**src/rtl/mwa_pkg.sv**
```systemverilog
// shared opcodes, size helpers and controller/datapath link types for the multi-width alu
`timescale 1ns / 1ps

package mwa_pkg;

	// operation codes
	localparam logic [5:0] OP_ADD = 6'd1;
	localparam logic [5:0] OP_SUB = 6'd2;
	localparam logic [5:0] OP_MUL = 6'd3;
	localparam logic [5:0] OP_DIV = 6'd4;
	localparam logic [5:0] OP_MOV = 6'd5;
	localparam logic [5:0] OP_AND = 6'd11;
	localparam logic [5:0] OP_OR  = 6'd12;
	localparam logic [5:0] OP_XOR = 6'd13;
	localparam logic [5:0] OP_NOT = 6'd14;
	localparam logic [5:0] OP_SHL = 6'd15;
	localparam logic [5:0] OP_SHR = 6'd16;
	localparam logic [5:0] OP_SEI = 6'd17;
	localparam logic [5:0] OP_SDI = 6'd18;
	localparam logic [5:0] OP_CMP = 6'd20;
	localparam logic [5:0] OP_REM = 6'd21;

	// operand size codes
	localparam logic [1:0] SZ_8  = 2'd0;
	localparam logic [1:0] SZ_16 = 2'd1;
	localparam logic [1:0] SZ_32 = 2'd2;
	localparam logic [1:0] SZ_64 = 2'd3;

	// multiplier runs four 32x32 partial products, then one last accumulate
	localparam logic [2:0] MUL_LAST = 3'd4;
	// divider retires one quotient bit per cycle
	localparam logic [5:0] DIV_LAST = 6'd63;

	// controller to datapath
	typedef struct packed {
		logic       take;
		logic       mul_step;
		logic [2:0] mul_idx;
		logic       div_step;
		logic       commit;
	} mwa_cmd_t;

	// datapath to controller
	typedef struct packed {
		logic in_valid;
		logic is_mul;
		logic is_div;
		logic div_zero;
		logic out_free;
	} mwa_stat_t;

	// low-bit mask for an operand size
	function automatic logic [63:0] size_mask(input logic [1:0] sz);
		logic [63:0] m;
		unique case (sz)
			SZ_8:    m = 64'h0000_0000_0000_00FF;
			SZ_16:   m = 64'h0000_0000_0000_FFFF;
			SZ_32:   m = 64'h0000_0000_FFFF_FFFF;
			SZ_64:   m = 64'hFFFF_FFFF_FFFF_FFFF;
			default: m = 64'hFFFF_FFFF_FFFF_FFFF;
		endcase
		return m;
	endfunction

	// operand width in bits for a size code
	function automatic logic [6:0] size_bits(input logic [1:0] sz);
		logic [6:0] b;
		unique case (sz)
			SZ_8:    b = 7'd8;
			SZ_16:   b = 7'd16;
			SZ_32:   b = 7'd32;
			SZ_64:   b = 7'd64;
			default: b = 7'd64;
		endcase
		return b;
	endfunction

endpackage

```
**src/rtl/mwa_ctrl.sv**
```systemverilog
// alu controller: sequences accept, multiply and divide steps, and result commit
`timescale 1ns / 1ps

module mwa_ctrl import mwa_pkg::*; (
	input  logic      clk,
	input  logic      arst_n,
	input  mwa_stat_t stat,
	output mwa_cmd_t  cmd
);

	localparam logic [2:0] ST_IDLE   = 3'd0;
	localparam logic [2:0] ST_DECODE = 3'd1;
	localparam logic [2:0] ST_MUL    = 3'd2;
	localparam logic [2:0] ST_DIV    = 3'd3;
	localparam logic [2:0] ST_FIN    = 3'd4;

	logic [2:0] state_q, state_d;
	logic [5:0] cnt_q, cnt_d;

	// next state and commands
	always_comb begin
		state_d      = state_q;
		cnt_d        = cnt_q;
		cmd.take     = 1'b0;
		cmd.mul_step = 1'b0;
		cmd.div_step = 1'b0;
		cmd.commit   = 1'b0;
		cmd.mul_idx  = cnt_q[2:0];
		unique case (state_q)
			ST_IDLE: begin
				cmd.take = 1'b1;
				if (stat.in_valid)
					state_d = ST_DECODE;
			end
			ST_DECODE: begin
				cnt_d = 6'd0;
				priority if (stat.is_mul)
					state_d = ST_MUL;
				else if (stat.is_div && !stat.div_zero)
					state_d = ST_DIV;
				else
					state_d = ST_FIN;
			end
			ST_MUL: begin
				cmd.mul_step = 1'b1;
				cnt_d        = cnt_q + 6'd1;
				if (cnt_q[2:0] == MUL_LAST)
					state_d = ST_FIN;
			end
			ST_DIV: begin
				cmd.div_step = 1'b1;
				cnt_d        = cnt_q + 6'd1;
				if (cnt_q == DIV_LAST)
					state_d = ST_FIN;
			end
			ST_FIN: begin
				if (stat.out_free) begin
					cmd.commit = 1'b1;
					state_d    = ST_IDLE;
				end
			end
			default: state_d = ST_IDLE;
		endcase
	end

	// state and step counter
	always_ff @(posedge clk or negedge arst_n) begin
		if (!arst_n) begin
			state_q <= ST_IDLE;
			cnt_q   <= 6'd0;
		end else begin
			state_q <= state_d;
			cnt_q   <= cnt_d;
		end
	end

	// checks
	a_accept_decodes: assert property (@(posedge clk) disable iff (!arst_n)
		(cmd.take && stat.in_valid) |=> (state_q == ST_DECODE))
		else $error("accepted transfer not decoded");

	a_div_length: assert property (@(posedge clk) disable iff (!arst_n)
		(state_q == ST_DIV && cnt_q == DIV_LAST) |=> (state_q == ST_FIN))
		else $error("divide did not finish after last step");

	a_mul_length: assert property (@(posedge clk) disable iff (!arst_n)
		(state_q == ST_MUL && cnt_q[2:0] == MUL_LAST) |=> (state_q == ST_FIN))
		else $error("multiply did not finish after last step");

endmodule
```
**config.mk**
```make
export PLATFORM = sky130hd
export DESIGN_NAME = mwa_ctrl
export DESIGN_NICKNAME = d
export VERILOG_FILES = /design/src/rtl/mwa_pkg.sv /design/src/rtl/mwa_ctrl.sv
export SDC_FILE = /design/constraint.sdc
export NUM_CORES = 1
export LEC_CHECK = 0
export BUFFER_PORTS_ARGS = -buffer_cell sky130_fd_sc_hd__buf_2
export CAP_MARGIN = 20
export CORE_AREA = 2 2 39 41
export DETAILED_ROUTE_END_ITERATION = 6
export DIE_AREA = 0 0 41 43
export GPL_TIMING_DRIVEN = 1
export HOLD_SLACK_MARGIN = 0.1
export PLACE_DENSITY_LB_ADDON = 0.2
export SETUP_SLACK_MARGIN = 0.4
export SLEW_MARGIN = 20
export SYNTH_ARGS = -nofsm -noshare
export SYNTH_HDL_FRONTEND = slang
export SYNTH_SLANG_ARGS = --single-unit
```
**constraint.sdc**
```tcl
create_clock -name clk -period 2.2 [get_ports clk]
set_clock_uncertainty 0.15 [all_clocks]
set_input_delay 0.44 -clock clk [delete_from_list [all_inputs] [get_ports clk]]
set_output_delay 0.44 -clock clk [all_outputs]
set_load 0.05 [all_outputs]
```
Yosys cells after proc, flatten, opt, wreduce, memory -nomap -nowiden
Cells that the tools add are included.
{ "op_classes": {"n_reduce_logical": 6, "eq_ne": 10, "n_addsub": 1, "n_mux": 13} }
{ "op_table": {"columns": ["operator", "count"], "rows": [
  ["3-bit 2-to-1 mux", 6],
  ["3-bit one-hot mux with 5 select lines", 1],
  ["6-bit one-hot mux with 2 select lines", 1],
  ["2-bit != test (second input constant)", 4],
  ["6-bit by 1-bit adder with 6-bit output (second input constant)", 1],
  ["3-bit by 2-bit == test with 1-bit output (second input constant)", 2],
  ["3-bit == test (second input constant)", 2],
  ["6-bit == test (second input constant)", 1],
  ["1-bit 2-to-1 mux", 5],
  ["4-bit AND reduction", 1],
  ["3-bit by 1-bit == test with 1-bit output (second input constant)", 1],
  ["3-bit zero test", 1],
  ["2-bit nonzero test", 1],
  ["2-bit OR reduction", 1],
  ["1-bit logical AND", 1],
  ["1-bit zero test", 1]
]} }
{ "totals": {"reg_bits": 9, "out_inout_bits": 7, "elab_cells": 32, "inputBits": 7} }

Depth between registers and ports, before layout
{ "depth": {"ltp_word": 5, "depth_mapped": 5, "mapped_depth_nobuf": 5} }

Worst setup path after synthesis
No wires, ideal clock.
{ "synth_timing": {"kind": "register to output", "start": "reg state_q[1]", "end": "out cmd[6] (netlist bit)", "n_path_buf": 1, "setup_slack_ns": -0.018, "t_arrival_ns": 1.628, "required_time_ns": 1.610, "stages_incl_launch_ff": 3, "path_cell_list": "dfrtp_1 > buf_2 > nor3_1"} }
{ "synth_lines": {"columns": ["element", "line_no", "text"], "rows": [
  ["start: declaration", "mwa_ctrl.sv:17", "logic [2:0] state_q, state_d;"],
  ["start signal: assignment", "mwa_ctrl.sv:72", "state_q <= state_d;"],
  ["end: declaration", "mwa_ctrl.sv:8", "output mwa_cmd_t cmd"]
]} }

==> results by group <==
Detailed routing
  – Vias per inst: about 5.7
  – Detailed-route via count: around 620
  – 1st-pass router iterations: 4
  – Drt initial violations: 16
  – DRC Markers: 0
  – Detail Route Antenna Nets: 0
  – Total Wirelength: ~1700 um
  – Routed WL per cell: around 15 um

Yosys
  – Area of the mapped netlist: approximately 630 um^2
  – Syn avg cell area: about 9 um^2
  – Netlist cell types: 28
  – Area share of fa/ha/maj cells after synthesis: roughly 4.0%
  – Main combinational cell family by area after synthesis: simple AND/OR/NAND/NOR gates
  – Sequential area share after synthesis: between 30% and 40%
  – Synth Area in Simple Gates: around a quarter
  – Syn_nets: 80
  – Dominant cells by area after synthesis: dfrtp_1, a22o_1, nor2_1, mux2_2, nand3_1
  – Post-synthesis mux area share: between 5 and 6%
  – Compound-Gate Fraction of Synth Area: 18.38%
  – Post-Syn Instances: 71
  – Yosys warns: 0
  – Largest area contributor in the netlist: dfrtp_1
  – Number of synthesized register bits: 9
  – Yosys top cell area share: 35.57%
  – Post-Synth XOR/XNOR Area: 0%

CTS
  – Clock root cell: clkbuf_4
  – Clock Tree Buf Depth: 2
  – Clock Latency Late Sink: approximately 0.26 ns
  – CTS Sinks: 9
  – CTS tree: done
  – H-Tree Depth: 1
  – Inserted Clock Buffers: 3
  – Worst-path clk slew: 0.06 ns

Status
  – Outcome: finished, final reports clean

Timing
  – Highest Clock Rate: 546.5 MHz
  – Slew @ Worst Pin: around 0.50 ns
  – Setup TNS: 0 ns
  – Final critical-path setup slack: between 0.3 and 0.4 ns
  – Crit path time final: between 1.5 and 2 ns
  – Count of pins over their slew limit: 0
  – Final Hold Viols: 0
  – Final period util: just over 80%
  – Max_slew headroom: 66.73%
  – RSZ-0062 raised after global routing: true
  – Finish-stage setup viols: 0

Critical path
  – Slack of the worst reg-to-reg path: around 0.55 ns
  – Data required time of the worst path: around 1.6 ns
  – Startpoint types: register
  – Max FO, Critical Path: 7
  – CP Capture Type: primary output
  – Worst EP arrival: between 1 and 1.5 ns
  – Critical path type: reg -> out

GRT
  – GRT Residual Overflow: 0
  – Gr usage total: 20.82%
  – Vias in the first global route: 574
  – Largest net degree at the start of global routing: 15
  – Initial antenna violation count: 0
  – First-pass GRT wire length: about 2400 um

Floorplan
  – Die area: about 1800 um^2
  – Die W: around 41 um
  – Core Box Area: 1384 um^2
  – Top-Level Pins: 14
  – Die extent in y: approximately 43 um
  – Effective utilization at floorplan: a little under half
  – Std cell rows: 14

Layout
  – Share of cells above drive strength 1: about 42%
  – Final core utilization: just over 60%
  – Nets: 102
  – Diode count: 0
  – Syn-to-layout area delta: 32.02%

Power
  – Reg power frac: between 20% and 30%
  – Pwr dens: ~1500 nW/um^2
  – Pint: 0.6432 mW
  – P_sw: approximately 0.62 mW
  – Logic pwr share: between 60% and 70%
  – Clock power share: a little over a tenth
  – P_leak: about 0.40 nW
  – Switching part of the total power: 49.10%
  – VDD IR max: approximately 0.78 mV

Placement
  – Pre-CTS setup slack: approximately 0.39 ns
  – Final GP Congestion: ~0.75
  – Port Buffers: 13

Hold path
  – Hold Crit Class: in -> reg

Job
  – Max-Cap Viols: 0
==> what timing repair did <==
item / 4_1_cts / 5_1_grt
pin swaps: 0 / 2
hold buffers: 1 / 0
buffers inserted: 6 / 3
setup endpoints to repair: 4 / 4
hold endpoints to repair: 9 / 0
gates resized for setup: 10 / 7
==> Yosys cell counts <==
cell      count
a22o_1        4
and3_1        2
inv_2         1
or4_4         1
nand3_1       6
o211ai_1      2
nor3_1        2
nand2_1       4
ha_1          2
o41ai_1       1
nor4bb_1      1
a31oi_1       1
buf_2         3
a211oi_2      1
nor2b_1       1
inv_1         3
nor2_1        9
o311ai_0      1
buf_4         3
dfrtp_1       9
a21oi_1       1
o211a_1       1
mux2_2        3
buf_6         1
o21bai_1      2
nand2b_1      2
and2b_1       2
and2_1        2
==> final cells by class <==
cell class | instances | area, um^2
Fill cell | 116 | 548.0
Multi-Input combinational cell | 51 | 364.1
Sequential cell | 9 | 227.7
Timing Repair Buffer | 24 | 182.7
Clock buffer | 4 | 26.28
Tap cell | 16 | 20.02
Inverter | 4 | 15.01
==> power groups by stage <==
stage	clock network [mW]	logic (mW)	registers, mW
2_1_floorplan	0	0.560	0.267
3_3_place_gp	0	0.581	0.321
3_5_place_dp	0	0.592	0.324
4_1_cts	0.134	0.730	0.308
5_1_grt	0.146	0.861	0.331
6_report	0.135	0.808	0.321
==> metal layers <==
metal	track usage, %	vias up	routed length (um)
met5	0	-	0
met4	9.333	0	27
met3	5.236	4	48
met2	30.94	16	869
met1	27.46	302	722
li1	-	294	-
==> flip-flops by register name (all words and copies together) (netlist names) <==
register,cells
cnt_q,6
state_q,3
==> critical path: stages (launching register included) <==
cell	delay [ns]
dfrtp_2	0.46
and2b_2	0.24
and2_4	0.14
buf_8	0.14
==> path summary, 6_finish.rpt <==
kind,start,endpoint,cells past startpoint
min in group asynchronous,arst_n,cnt_q[2]$_DFFE_PN0P_,2
worst min register to register,cnt_q[5]$_DFFE_PN0P_,cnt_q[5]$_DFFE_PN0P_,2
max in group asynchronous,arst_n,state_q[0]$_DFFE_PN0P_,2
worst max-delay path,state_q[2]$_DFFE_PN0P_,cmd[1],3
worst min-delay path,stat[3],state_q[2]$_DFFE_PN0P_,3
worst max register to register,cnt_q[0]$_DFFE_PN0P_,cnt_q[4]$_DFFE_PN0P_,4
==> metrics by stage <==
stage               power (mW)  instance area [um^2]  hold WS (ns)  std cells
floorplan               0.8276                 638.1     -0.005591         71
global placement        0.9019                 681.9        0.1520         94
detailed placement      0.9168                 681.9        0.1553         94
CTS                      1.172                 790.8        0.3410        105
global route             1.337                 835.8        0.3489        108
finish                   1.264                 835.8        0.3544        108
==> layout by cell type (no fill, tap or decap), types with 2 or more instances in the layout <==
cell type  n
a22o_1     4
clkbuf_4   3
and3_1     2
nor2_2     2
nand3_1    6
nor2_1     7
nand2_1    4
inv_1      3
buf_6      4
buf_4      9
o21bai_1   2
o211ai_1   2
nand2b_1   2
ha_1       2
buf_2      9
dfrtp_2    2
mux2_2     3
dfrtp_1    7
==> cell families after synthesis <==
family | after synthesis
and+or+nand+nor | 32
AOI/OAI and AO/OA | 14
buffers and inverters | 11
DFF | 9
muxes | 3
adders and majority gates | 2
Power figures use the tool's default switching activity.
